==> src/hw/rtl/mme_queue.sv <==
// ----------------------------------------------------------------------------
// Matrix multiply engine queue
// Short first-in first-out buffer between the front and the back.
// ----------------------------------------------------------------------------
module mme_queue #(
    parameter int WIDTH = 32,
    parameter int DEPTH = 4
) (
    input  logic             clk,
    input  logic             rst_n,
    input  logic             push,
    input  logic [WIDTH-1:0] push_data,
    output logic             full,
    input  logic             pop,
    output logic [WIDTH-1:0] pop_data,
    output logic             empty
);

    localparam int PW = (DEPTH > 1) ? $clog2(DEPTH) : 1;
    localparam int CW = $clog2(DEPTH + 1);

    logic [WIDTH-1:0] entry_reg [DEPTH];
    logic [PW-1:0]    wr_ptr_reg, wr_ptr_next;
    logic [PW-1:0]    rd_ptr_reg, rd_ptr_next;
    logic [CW-1:0]    count_reg, count_next;
    logic             do_push, do_pop;

    assign full     = (count_reg == CW'(DEPTH));
    assign empty    = (count_reg == '0);
    assign do_push  = push && !full;
    assign do_pop   = pop && !empty;
    assign pop_data = entry_reg[rd_ptr_reg];

    // Advance pointers and occupancy
    always_comb
    begin
        wr_ptr_next = wr_ptr_reg;
        rd_ptr_next = rd_ptr_reg;
        count_next  = count_reg;
        if (do_push)
        begin
            wr_ptr_next = (wr_ptr_reg == PW'(DEPTH - 1)) ? '0 : wr_ptr_reg + 1'b1;
        end
        if (do_pop)
        begin
            rd_ptr_next = (rd_ptr_reg == PW'(DEPTH - 1)) ? '0 : rd_ptr_reg + 1'b1;
        end
        if (do_push && !do_pop)
        begin
            count_next = count_reg + 1'b1;
        end
        else if (do_pop && !do_push)
        begin
            count_next = count_reg - 1'b1;
        end
    end

    always_ff @(posedge clk or negedge rst_n)
    begin
        if (!rst_n)
        begin
            wr_ptr_reg <= '0;
            rd_ptr_reg <= '0;
            count_reg  <= '0;
        end
        else
        begin
            wr_ptr_reg <= wr_ptr_next;
            rd_ptr_reg <= rd_ptr_next;
            count_reg  <= count_next;
        end
    end

    // Hold entries
    always_ff @(posedge clk)
    begin
        if (do_push)
        begin
            entry_reg[wr_ptr_reg] <= push_data;
        end
    end

endmodule

==> config.mk <==
export PLATFORM = sky130hd
export DESIGN_NAME = mme_queue
export DESIGN_NICKNAME = d
export VERILOG_FILES = /design/src/hw/rtl/mme_queue.sv
export SDC_FILE = /design/constraint.sdc
export NUM_CORES = 1
export LEC_CHECK = 0
export BUFFER_PORTS_ARGS = -buffer_cell sky130_fd_sc_hd__buf_4
export CELL_PAD_IN_SITES_DETAIL_PLACEMENT = 1
export CELL_PAD_IN_SITES_GLOBAL_PLACEMENT = 1
export CORE_MARGIN = 4
export CORE_UTILIZATION = 25
export CTS_CLUSTER_SIZE = 14
export DETAILED_ROUTE_END_ITERATION = 12
export PLACE_DENSITY = 0.51
export SETUP_SLACK_MARGIN = 0.4
export SYNTH_ARGS = -nofsm -noshare
export SYNTH_HDL_FRONTEND = slang
export SYNTH_SLANG_ARGS = --single-unit
==> constraint.sdc <==
create_clock -name clk -period 2.9 [get_ports clk]
set_input_delay 0.87 -clock clk [delete_from_list [all_inputs] [get_ports clk]]
set_output_delay 0.87 -clock clk [all_outputs]
set_load 0.02 [all_outputs]
# --- Word-level counts from Yosys, hierarchy flattened ---
# Memory sizes are Yosys's and may differ from the RTL's.
# Index checks and enable logic that the tools add are counted.
classes:
  add_sub_neg: 4
  eq_ne: 3
  n_mux: 6
  n_reduce_logical: 10
ops:
  columns: ["cell", "n"]
  rows:
  - ["3-bit two-way mux", 2]
  - ["2-bit by 1-bit adder with 2-bit output, second input constant", 2]
  - ["2-bit == test, second input constant", 2]
  - ["1-bit logical AND", 4]
  - ["1-bit zero test", 4]
  - ["2-bit two-way mux", 2]
  - ["3-bit by 1-bit adder with 3-bit output, second input constant", 1]
  - ["3-bit == test, second input constant", 1]
  - ["3-bit zero test", 1]
  - ["3-bit by 1-bit subtractor with 3-bit output, second input constant", 1]
  - ["1-bit two-way mux", 2]
  - ["2-bit nonzero test", 1]
totals:
  reg_bits: 7
  ram_bits: 128
  output_inout_bits: 34
  wordCells: 27
  n_memories: 1
memory_table:
  columns: ["name", "depth", "width", "rd", "rd_clocked_by_memory_dff", "wr", "line_no", "source"]
  rows:
  - ["entry_reg", 4, 32, 1, 0, 1, "22", "logic [WIDTH-1:0] entry_reg [DEPTH];"]

# --- Depth between registers and ports, before layout ---
depth:
  depth_word: 7
  mapped_depth: 8
  mapped_depth_nobuf: 8

# --- Worst setup path before layout ---
# No wires, ideal clock.
synth_timing:
  path_kind: "input port to flip-flop"
  from: "input port push"
  to: "memory entry_reg[3][0], enable pin"
  t_arrival_ns: 2.278
  slack_ns: 0.200
  stages: 2
  path_cell_list: "nand2_1 -> nor2_1"
synth_via:
  elab_chain_len: 3
synth_rtl:
  columns: ["element", "line_no", "source"]
  rows:
  - ["from (decl)", "11", "input logic push,"]
  - ["1-bit logical AND", "30", "assign do_push = push && !full;"]
  - ["1-bit two-way mux", "77", "if (do_push)"]
  - ["1-bit two-way mux (implied by the code)", "79", "entry_reg[wr_ptr_reg] <= push_data;"]
  - ["to (decl)", "22", null]
# No other way between the ends.

# --- Worst setup path in the final report ---
layout_timing:
  from: "register rd_ptr_reg[0]"
  to: "output port pop_data[23]"
layout_via:
  elab_chain_len: 1
layout_rtl:
  columns: ["element", "line_no", "source"]
  rows:
  - ["from (decl)", "24", "logic [PW-1:0] rd_ptr_reg, rd_ptr_next;"]
  - ["from (signal assigned)", "69", "rd_ptr_reg <= rd_ptr_next;"]
  - ["memory 4 x 32 bit", null, null]
  - ["to (decl)", "15", "output logic [WIDTH-1:0] pop_data,"]
# No other way between the ends.

==> metrics.md <==
| Metric | Value |
|---|---|
| Chip width | 151 µm |
| HP Class | input pin to asynchronous set/reset pin |
| Critical Path RT | 2.03 ns |
| Slowest stage delay, CP | 0.54 ns |
| Pin count of the biggest net entering global routing | 19 |
| Synth Register Bits | between 100 and 150 |
| Inst Count DP | 542 |
| Hold Fails Final Rpt | 0 |
| Crit. Startpoint | rd_ptr_reg[0] |
| Worst vdd ir | 0.000394 V |
| Main synth FF type | edfxtp_1 |
| Core region area | 0.0197 mm² |
| DRT iter0 DRCs | roughly 130 |
| Syn Inst Count | approximately 210 |
| Top post-synthesis cells by count | edfxtp_1 (128), mux4_2 (32), dfrtp_1 (7) |
| Chip height | 151 µm |
| Met2 WL | 5360 µm |
| Status | complete, no violations |
| Mean Syn Cell Area | 24.8 µm² |
| Vias in the first global route | ~2,700 |
| Max-Cap Viols | 0 |
| CP startpoint kind | flip-flop |
| Worst EP arrival | approximately 1.8 ns |
| RSZ-0062 raised after global routing | true |
| Non-Filler Instances | 583 |
| CP max FO | 7 |
| I/O Pins | 70 |
| Number of synthesized flops with an enable pin | 128 |
| Placed cell area | 0.00602 mm² |
| GR Util All Layers | 0.0977 |
| # rows | 51 |
| Yosys top cell area share | 0.756 |
| Hold_buf cts | 0 |
| Fin crit period | 2.65 ns |
| Worst path slowest cell | mux4_2 |
| Clk_skew | 0.00762 ns |
| Die area | about 0.023 mm² |
| Max reg flops | about 130 |
| M1 WL | about 4600 µm |
| Fin nets | about 350 |
| Htree depth | 4 |
| CTS sink cnt | 135 |
| Fmax achieved | 0.378 GHz |
| Initial Utilization | 0.258 |
| Rel. slew slack | 0.728 |
| Synth Net Count | 248 |
| Fin crit share | 0.912 |
| Top routing layer in use | met4 |
| Sum of negative setup slack | 0 ns |
| Grt total ovfl | 0 |
| Avg Vias per Cell | 4.03 |
| Worst skew pair latency | 0.41 ns |
| Yosys warnings | 0 |
| Drt pass-1 iters | 4 |
| Total clock buffers created by CTS | 17 |
| Slew Viols, Final | 0 |
| Ranking of synthesized cells by area | edfxtp_1 (76%), mux4_2 (14%), dfrtp_1 (3.4%), ha_1 (1.5%), buf_6 (0.89%) |
| Synthesized area | 0.00508 mm² |
| Routed Antenna Nets | 0 |
| Cell Chain, Critical Path | buf_12 > buf_6 > mux4_2 > buf_6 |
| Share of cells above drive strength 1 | 0.506 |
| Register area share after synthesis | 0.790 |
| CTS tree | done |
| Utilization after layout | 0.348 |
| RR Startpoint | count_reg[0] |
| Finished Cell Area | 0.00686 mm² |
| First-pass GRT wire length | 15,900 µm |
| Asr flop ratio synth | 0.0519 |
| Pleak | 2.39 nW |
| DR vias | 2,348 |
| I/O Buffers | 69 |
| Wire length per cell | between 15 and 20 µm |
| Cell mode on critical path | buf_6 |
| Dpl hpwl | 6510 µm |
| Power Dens Cells | approximately 1100 mW/mm² |
| Clock Pin Slew Worst Setup and Hold Paths | 0.06 ns |
| RePlAce Congestion | 0.640 |
| Post-synth top area cell | edfxtp_1 |
| Metal3 WL | 411 µm |
| CTS root buffer | clkbuf_16 |
| Worst Tran Pin Value | 0.409 ns |
| Final Setup Violations | 0 |
| CTS Buffer Depth | 2 |
| Worst setup EP type | output pin |
| Initial antenna violation count | 0 |
| DRC | 0 |
| Yosys cell types | 21 |
| Critical path class | flip-flop to output pin |
| Most frequent cell after synthesis | edfxtp_1 |
| WL final | 10,500 µm |
| Area growth syn-to-layout | 35.0% |
| # diodes | 0 |
[metrics by stage]
stage / total power [mW] / hold slack, ns / setup WS (ns)
detailed placement: 5.22 / 0.533 / 0.485
finish: 7.63 / 0.265 / 0.254
floorplan: 4.24 / 0.501 / 0.626
global placement: 5.19 / 0.528 / 0.491
global route: 8.04 / 0.246 / 0.173
CTS: 7.58 / 0.244 / 0.203
[repair_timing]
action / in CTS / in global routing
gates cloned: 1 / 2
buffers inserted: 7 / 0
resized for setup: 17 / 19
endpoints found under the setup margin: 32 / 32
[cell usage in the layout (no fill, tap or decap), types with 3 or more instances in the layout]
| master | instances |
|---|---|
| dfrtp_1 | 5 |
| buf_12 | 6 |
| clkbuf_16 | 19 |
| ha_1 | 6 |
| buf_6 | 34 |
| mux4_2 | 32 |
| inv_1 | 3 |
| buf_4 | 47 |
| clkinvlp_4 | 5 |
| edfxtp_1 | 128 |
| and2_2 | 3 |
[metal layers]
| metal | GRT usage | vias to the layer above |
|---|---|---|
| li1 | - | 1064 |
| met1 | 0.118 | 1223 |
| met5 | 0 | - |
| met3 | 0.0337 | 11 |
| met2 | 0.161 | 50 |
| met4 | 0.0381 | 0 |
[cells by family (layout without fill, tap and decap cells)]
family | Yosys count | in the layout | share of synthesized area
AOI/OAI and AO/OA | 2 | 2 | 0.00394
muxes | 36 | 36 | 0.152
DFF | 135 | 135 | 0.790
xor gates and xnor gates | 3 | 3 | 0.00517
and+or+nand+nor | 11 | 11 | 0.0150
buffers and inverters | 11 | 124 | 0.0148
adders and majority gates | 7 | 7 | 0.0187
[layout make-up]
class | instances | area, µm²
Clock buffer | 19 | 433
Clock inverter | 12 | 129
Fill cell | 1932 | 12900
Inverter | 3 | 11.3
Multi-Input combinational cell | 59 | 1000
Sequential cell | 135 | 4020
Tap cell | 265 | 332
Timing Repair Buffer | 90 | 933
[path summary, 6_finish.rpt]
| kind | depth (start not counted) | endpoint | slack, ns |
|---|---|---|---|
| worst min register to register | 1 | count_reg[2] | 0.55 |
| max in group asynchronous | 1 | rd_ptr_reg[1] | 2.49 |
| worst max register to register | 7 | count_reg[2] | 0.77 |
| worst min-delay path | 1 | count_reg[2] | 0.26 |
| min in group clk | 1 | count_reg[2] | 0.55 |
| worst max-delay path | 4 | pop_data[23] | 0.25 |
[power by group]
group | internal (mW) | switching [mW] | leakage (nW)
clock | 1.26 | 0.770 | 0.259
combinational | 1.49 | 1.37 | 0.873
sequential | 2.59 | 0.149 | 1.25
total | 5.34 | 2.29 | 2.39
[critical path, delay by kind of cell (launching register included)]
| family | cells | cell delay, ns |
|---|---|---|
| buffers and inverters | 3 | 0.46 |
| muxes | 1 | 0.54 |
| DFF | 1 | 0.37 |
(Power assumes the default switching activity.)
