[src/hw/rtl/mme_pkg.sv]
// ----------------------------------------------------------------------------
// Matrix multiply engine package
// Field widths, operation and register codes and shared types.
// ----------------------------------------------------------------------------
package mme_pkg;

    // Parameter defaults
    localparam int MAX_DIM_DEFAULT    = 64;
    localparam int ELEM_WIDTH_DEFAULT = 16;

    // Field widths
    localparam int FUNC_W      = 2;
    localparam int ROW_W       = 6;
    localparam int VALUE_W     = 16;
    localparam int DIM_W       = 7;
    localparam int OUT_VALUE_W = 38;
    localparam int CFG_INDEX_W = 2;

    // Stream packing
    localparam int IN_TDATA_W  = 32;
    localparam int OUT_TDATA_W = 56;
    localparam int OUT_PAD_W   = OUT_TDATA_W - 2 * ROW_W - OUT_VALUE_W;

    // Queue between front and back
    localparam int QUEUE_DEPTH = 4;

    // Dimension register reset value
    localparam logic [DIM_W-1:0] DIM_RESET = 7'd64;

    // Operation codes, shared by the func field and the queue entries
    typedef logic [FUNC_W-1:0] op_t;
    localparam op_t OP_LOAD_A  = 2'd0;
    localparam op_t OP_LOAD_B  = 2'd1;
    localparam op_t OP_COMPUTE = 2'd2;

    // Configuration register indexes
    localparam logic [CFG_INDEX_W-1:0] REG_ROWS_M  = 2'd0;
    localparam logic [CFG_INDEX_W-1:0] REG_COLS_N  = 2'd1;
    localparam logic [CFG_INDEX_W-1:0] REG_INNER_K = 2'd2;

    // Clamped dimensions handed from front to back
    typedef struct packed {
        logic [DIM_W-1:0] rows;
        logic [DIM_W-1:0] cols;
        logic [DIM_W-1:0] inner;
    } dims_t;

    // Limit a dimension register to the store size
    function automatic logic [DIM_W-1:0] clamp_dim(input logic [DIM_W-1:0] v,
                                                   input int cap);
        return (int'(v) > cap) ? DIM_W'(cap) : v;
    endfunction

endpackage

[src/hw/rtl/mme_front.sv]
// ----------------------------------------------------------------------------
// Matrix multiply engine front
// Accepts input items, holds the dimension registers, drops items that do
// nothing and queues loads and row requests for the back.
// ----------------------------------------------------------------------------
module mme_front #(
    parameter  int MAX_DIM    = 64,
    parameter  int ELEM_WIDTH = 16,
    localparam int ADDR_W     = $clog2(MAX_DIM * MAX_DIM),
    localparam int Q_W        = mme_pkg::FUNC_W + mme_pkg::ROW_W + ADDR_W + ELEM_WIDTH
) (
    input  logic                               clk,
    input  logic                               rst_n,
    input  logic                               s_axis_tvalid,
    output logic                               s_axis_tready,
    input  logic [mme_pkg::IN_TDATA_W-1:0]     s_axis_tdata,
    input  logic [mme_pkg::FUNC_W-1:0]         s_axis_tuser,
    input  logic                               cfg_valid,
    output logic                               cfg_ready,
    input  logic [mme_pkg::CFG_INDEX_W-1:0]    cfg_index,
    input  logic [mme_pkg::DIM_W-1:0]          cfg_data,
    input  logic                               q_full,
    output logic                               q_push,
    output logic [Q_W-1:0]                     q_data,
    output mme_pkg::dims_t                     dims
);

    import mme_pkg::*;

    localparam logic [ADDR_W-1:0] DIM_MUL = ADDR_W'(MAX_DIM);

    logic [DIM_W-1:0]        rows_m_reg, rows_m_next;
    logic [DIM_W-1:0]        cols_n_reg, cols_n_next;
    logic [DIM_W-1:0]        inner_k_reg, inner_k_next;
    op_t                     func;
    logic [ROW_W-1:0]        row;
    logic [ROW_W-1:0]        col;
    logic signed [VALUE_W-1:0] value;
    logic [ELEM_WIDTH-1:0]   elem;
    logic                    load_ok;
    logic                    comp_ok;
    logic                    useful;
    logic [ADDR_W-1:0]       addr;

    assign cfg_ready = 1'b1;

    // Register writes
    always_comb
    begin
        rows_m_next  = rows_m_reg;
        cols_n_next  = cols_n_reg;
        inner_k_next = inner_k_reg;
        if (cfg_valid)
        begin
            case (cfg_index)
                REG_ROWS_M:  rows_m_next  = cfg_data;
                REG_COLS_N:  cols_n_next  = cfg_data;
                REG_INNER_K: inner_k_next = cfg_data;
                default:     rows_m_next  = rows_m_reg;
            endcase
        end
    end

    always_ff @(posedge clk or negedge rst_n)
    begin
        if (!rst_n)
        begin
            rows_m_reg  <= DIM_RESET;
            cols_n_reg  <= DIM_RESET;
            inner_k_reg <= DIM_RESET;
        end
        else
        begin
            rows_m_reg  <= rows_m_next;
            cols_n_reg  <= cols_n_next;
            inner_k_reg <= inner_k_next;
        end
    end

    // Limit dimensions to the store size
    assign dims.rows  = clamp_dim(rows_m_reg, MAX_DIM);
    assign dims.cols  = clamp_dim(cols_n_reg, MAX_DIM);
    assign dims.inner = clamp_dim(inner_k_reg, MAX_DIM);

    // Unpack the item
    assign func  = s_axis_tuser;
    assign row   = s_axis_tdata[ROW_W-1:0];
    assign col   = s_axis_tdata[2*ROW_W-1:ROW_W];
    assign value = signed'(s_axis_tdata[2*ROW_W+VALUE_W-1:2*ROW_W]);
    assign elem  = ELEM_WIDTH'(value);

    // Classify: keep in-range loads and row requests that give results
    assign load_ok = (int'(row) < MAX_DIM) && (int'(col) < MAX_DIM);
    assign comp_ok = ({1'b0, row} < dims.rows) && (dims.cols != '0);

    always_comb
    begin
        case (func)
            OP_LOAD_A, OP_LOAD_B:
            begin
                useful = load_ok;
                addr   = ADDR_W'(row) * DIM_MUL + ADDR_W'(col);
            end
            OP_COMPUTE:
            begin
                useful = comp_ok;
                addr   = ADDR_W'(row) * DIM_MUL;
            end
            default:
            begin
                useful = 1'b0;
                addr   = '0;
            end
        endcase
    end

    assign s_axis_tready = !q_full;
    assign q_push        = s_axis_tvalid && s_axis_tready && useful;
    assign q_data        = {func, row, addr, elem};

endmodule

[config.mk]
export PLATFORM = sky130hd
export DESIGN_NAME = mme_front
export DESIGN_NICKNAME = d
export VERILOG_FILES = /design/src/hw/rtl/mme_pkg.sv /design/src/hw/rtl/mme_front.sv
export SDC_FILE = /design/constraint.sdc
export NUM_CORES = 1
export LEC_CHECK = 0
export BUFFER_PORTS_ARGS = -buffer_cell sky130_fd_sc_hd__buf_2
export CAP_MARGIN = 20
export CORE_ASPECT_RATIO = 0.8
export CORE_UTILIZATION = 39
export CTS_CLUSTER_DIAMETER = 40
export DETAILED_ROUTE_END_ITERATION = 8
export PLACE_DENSITY = 0.8
export SYNTH_ARGS = -nofsm -noshare
export SYNTH_HDL_FRONTEND = slang
export SYNTH_SLANG_ARGS = --single-unit
[constraint.sdc]
create_clock -name clk -period 2.15 [get_ports clk]
set_input_delay 0.43 -clock clk [delete_from_list [all_inputs] [get_ports clk]]
set_output_delay 0.43 -clock clk [all_outputs]
set_load 0.02 [all_outputs]
Word-level counts from Yosys, hierarchy flattened:

Cells that the tools add are included.

* add/subtract/negate cells: 1
* $mul: 0
* divide/modulo/power cells: 0
* magnitude comparators: 4
* equality and inequality tests: 4
* shifts and indexed selects: 0
* multiplexer cells: 5
* bitwise logic cells: 0
* reductions and logical operators: 11

Operators with widths (number)
* one-hot mux 12 bit (2 select lines): 1
* greater-than comparator 7 bit, second input constant: 3
* 2-to-1 mux 7 bit: 3
* adder 12 x 6 -> 12 bit: 1
* less-than comparator 6 x 7 -> 1 bit: 1
* nonzero test 7 bit: 1
* AND reduction 2 bit: 3
* equality test 2 x 1 -> 1 bit, second input constant: 2
* equality test 2 bit, second input constant: 2
* logical NOT 2 bit: 2
* logical AND 1 bit: 3
* one-hot mux 1 bit (2 select lines): 1
* OR reduction 2 bit: 1
* logical NOT 1 bit: 1

* bits in registers: 21
* latch bits: 0
* RAM bits: 0
* ROM bits: 0
* bits of input ports: 48
* output and inout port bits: 60
* word-level logic and storage cells: 28
* memories: 0

Depth between registers and ports, before layout:

* word-level depth: 6
* gate-level depth with buffers: 7
* mapped depth without buffers: 7

Worst setup path after synthesis:

No wires, ideal clock.

* kind: reg-to-output
* start point: reg rows_m_reg[6]
* end point: out q_push
* arrival time: 1.748 ns
* data required time: 1.720 ns
* setup slack: -0.028 ns
* cell stages (with the launch flop): 8
* buffers on the path: 0
* cells stage by stage: dfstp_2 inv_1 nand2_1 ha_1 a21oi_1 o21ai_0 a41o_1 a31oi_1

* longest elaborated chain between the ends: 6

RTL lines
* from (decl): RTL line mme_front.sv:32 `logic [DIM_W-1:0] rows_m_reg, rows_m_next;`
* from (signal assigned): RTL line mme_front.sv:74 `rows_m_reg <= rows_m_next;`
* greater-than comparator 7 bit: RTL line mme_pkg.sv:51 `return (int'(v) > cap) ? DIM_W'(cap) : v;`
* 2-to-1 mux 7 bit *: RTL line mme_pkg.sv:51
* less-than comparator 6 x 7 -> 1 bit *: RTL line mme_front.sv:94 `assign comp_ok = ({1'b0, row} < dims.rows) && (dims.cols != '0);`
* logical AND 1 bit *: RTL line mme_front.sv:94
* one-hot mux 1 bit (2 select lines) *: RTL line mme_front.sv:98 `case (func)`
* logical AND 1 bit *: RTL line mme_front.sv:118 `assign q_push = s_axis_tvalid && s_axis_tready && useful;`
* to (decl): RTL line mme_front.sv:23 `output logic q_push,`

Every way passes the cells marked *; elsewhere a longest branch is shown, timed or not.

Final worst setup path:

Ends and elaborated chain as after synthesis.

==> metrics.md <==
| Metric | Value |
|---|---|
| Final ANT Viol Nets | `0` |
| Total GRT Usage | `0.157` |
| Share of cells above drive strength 1 | `0.615` |
| Final-report max-slew violation count | `0` |
| Row count | `18` |
| Final Cycle Share | `1.07` |
| Synthesized area | `around 1400 µm²` |
| Kind of critical path | `reg2out` |
| Global route total overflow | `0` |
| Core box area | `between 3000 and 4000 µm²` |
| DR DRC count | `0` |
| Ys async rst share | `1.00` |
| Die W | `67.8 µm` |
| Yosys reg bits | `21` |
| Post-DP Area | `between 1500 and 2000 µm²` |
| Die ar. | `3710 µm²` |
| Pin count of the biggest net entering global routing | `22` |
| Power share of the clock group | `0.192` |
| Drt wl/cell | `roughly 13 µm` |
| Top post-synthesis cells by count | `buf_4 (25), mux2_2 (20), nor2b_1 (20), dfrtp_1 (18), nand2_1 (9)` |
| Area contributors post-synth | `dfrtp_1 (33%), mux2_2 (17%), buf_4 (14%)` |
| Net switching power | `roughly 470 µW` |
| CTS Root Cell | `clkbuf_8` |
| Synth top area share | `0.333` |
| Initial Util | `0.423` |
| Status | `complete, but fails checks` |
| Power, Total | `1.32 mW` |
| Count of final hold-check violations | `0` |
| Top_reg_cell synth | `dfrtp_1` |
| Htree depth | `1` |
| DR vias/cell | `around 4.7` |
| Worst path slowest cell | `dfstp_2` |
| CTS clock-pin slew for the worst setup and hold paths | `about 70 ps` |
| First-pass GRT wire length | `4.22 mm` |
| CTS tree | `yes` |
| Sequential share of the synthesized area | `0.391` |
| Initial antenna violation count | `0` |
| CTS max path bufs | `2` |
| Dpl hpwl | `about 2.3 mm` |
| Max Cap Viol | `0` |
| Worst endpoint required time | `roughly 1700 ps` |
| Final Skew | `0 ps` |
| Unrepaired setup endpoints after global routing | `true` |
| Seq pwr share | `0.407` |
| Worst hold path class | `in2async` |
| RePlAce Congestion | `slightly below 0.7` |
| Layout overhead on the synthesized area | `25.0%` |
| Final nets | `about 240` |
| Ant diodes | `0` |
| Fill count | `~290` |
| Most common cell in the synthesized netlist | `buf_4` |
| Synth Area in Compound Gates | `0.0361` |
| Syn. warnings | `0` |
| CTS Hold Bufs | `0` |
| Syn nets | `between 150 and 200` |
| Clock latency on the worst-skew pair | `around 250 ps` |
| IO Port Bufs | `70` |
| Crit. End Element | `primary output` |
| Fin worst setup slack | `-142 ps` |
| PwrDens | `~780 nW/µm²` |
| XOR/XNOR Fraction of Synth Area | `0` |
| Mapped Cells | `~130` |
| Fmax | `between 0.4 and 0.5 GHz` |
| Design area | `approximately 1700 µm²` |
| Vias in the first global route | `950` |
| Main combinational cell family by area after synthesis | `simple AND/OR/NAND/NOR gates` |
| Leakage power | `between 0.8 and 0.9 nW` |
| Final setup viols | `1` |
| Total area of sequential cells | `between 500 and 600 µm²` |
| Failing checks | `setup timing` |
| Simple-gate portion of the synthesized area | `0.188` |
| Gate power share | `0.401` |
| Syn_area_per_cell | `around 10 µm²` |
| Via count | `1045` |
| CP max FO | `7` |
| Worst Setup Start Kind | `flip-flop` |
| Sw Share | `0.357` |
| Synth area leader | `dfrtp_1` |
| Slowest stage delay, CP | `550 ps` |
| DRT iter0 DRCs | `7` |
| Arrival time worst endpoint | `between 1500 and 2000 ps` |
| Int Pwr | `around 850 µW` |
| Routed WL | `~2.8 mm` |
| Chip height | `54.7 µm` |
| Final min period | `~2300 ps` |
| Mux cell area share after synthesis | `0.167` |
| TritonCTS buffer count | `3` |
| 1st-pass router iterations | `3` |
| Worst path cell trace | `inv_4 > nand2_4 > ha_4 > a21oi_2 > nand2_1 > a41o_1 > a31oi_2 > buf_4` |
| Io pins | `108` |
| Max IR drop VDD | `0.000478 V` |
| EDFF count, synth | `0` |
| Clock sink total | `21` |
| Area occupied by multi-input gates | `651 µm²` |
| Synth unique cells | `21` |
| Adder-cell share of the synthesized area | `0.0463` |
-- power by group through the flow --
stage	combinational [mW]	clock (mW)	sequential, mW
2_1_floorplan	0.383	0	0.521
5_1_grt	0.583	0.272	0.552
6_report	0.530	0.254	0.539
3_5_place_dp	0.498	0	0.540
3_3_place_gp	0.488	0	0.537
4_1_cts	0.533	0.261	0.539
-- logic make-up (layout without fill, tap and decap cells) --
family,Yosys count,after routing
fa+ha+maj,5,5
compound gates,8,8
mux,20,20
simple gates,41,41
buf+inv,36,86
flops,21,21
other cells,1,1
-- critical path, delay by kind of cell (launching register included) --
kind / cells / cell delay (ps)
fa+ha+maj: 1 / 200
simple gates: 2 / 130
buf+inv: 2 / 220
flops: 1 / 550
compound gates: 3 / 500
-- what timing repair did --
item | in CTS | in global routing
endpoints found under the setup margin | 1 | 1
buffers inserted | 1 | 0
hold endpoints to repair | 0 | 0
resized for setup | 12 | 1
pin swaps | 6 | 0
-- through the flow --
step           setup slack (ps)  TNS (ps)  hold slack (ps)  cells  utilization
6_report                   -142      -142              117    222        0.529
5_1_grt                    -230      -230              156    222        0.529
4_1_cts                    -153      -153              130    222        0.527
3_5_place_dp              -88.1     -88.1              410    217        0.495
3_3_place_gp              -68.9     -68.9              404    217        0.495
2_1_floorplan              37.9         0              134    132            -
-- routing by layer --
layer,GRT usage,part of all wire,wire length (µm),vias to the layer above
li1,-,-,-,507
met1,0.181,0.41,1140,481
met2,0.287,0.49,1380,41
met3,0.0375,0.082,231,16
met4,0.0556,0.022,62,0
met5,0,0,0,-
-- cell usage in the layout (no fill, tap or decap), types with 2 or more instances in the layout --
| master | synthesis | final |
|---|---|---|
| and2_1 | 6 | 6 |
| clkbuf_8 | 0 | 3 |
| ha_4 | 0 | 2 |
| dfstp_2 | 3 | 3 |
| nor2b_1 | 20 | 20 |
| mux2_2 | 20 | 20 |
| buf_2 | 0 | 69 |
| buf_4 | 25 | 5 |
| nand3b_2 | 2 | 2 |
| nand2_4 | 0 | 2 |
| dfrtp_1 | 18 | 18 |
| inv_1 | 8 | 7 |
| nand2_1 | 9 | 6 |
| ha_1 | 5 | 3 |
| a21oi_2 | 0 | 2 |
-- final cells by class --
class                   instances  share of cell area
multi-input cells              75               0.385
flip-flops and latches         21               0.313
repair buffers                 74               0.226
well taps                      40              0.0296
clock buffers                   4              0.0266
inverters                       8              0.0192
-- path summary, 6_finish.rpt --
path                                startpoint        endpoint  slack, ps  depth (start not counted)
worst min-delay path                     rst_n   rows_m_reg[2]        120                          1
worst min register to register  inner_k_reg[0]  inner_k_reg[0]        500                          1
min in group clk                   cfg_data[6]   rows_m_reg[6]        410                          3
worst max register to register   cols_n_reg[6]   cols_n_reg[6]       1290                          1
worst max-delay path             rows_m_reg[6]          q_push       -140                          8
max in group asynchronous                rst_n   rows_m_reg[6]       1680                          1
No activity file was read; power rests on OpenSTA's default activity.
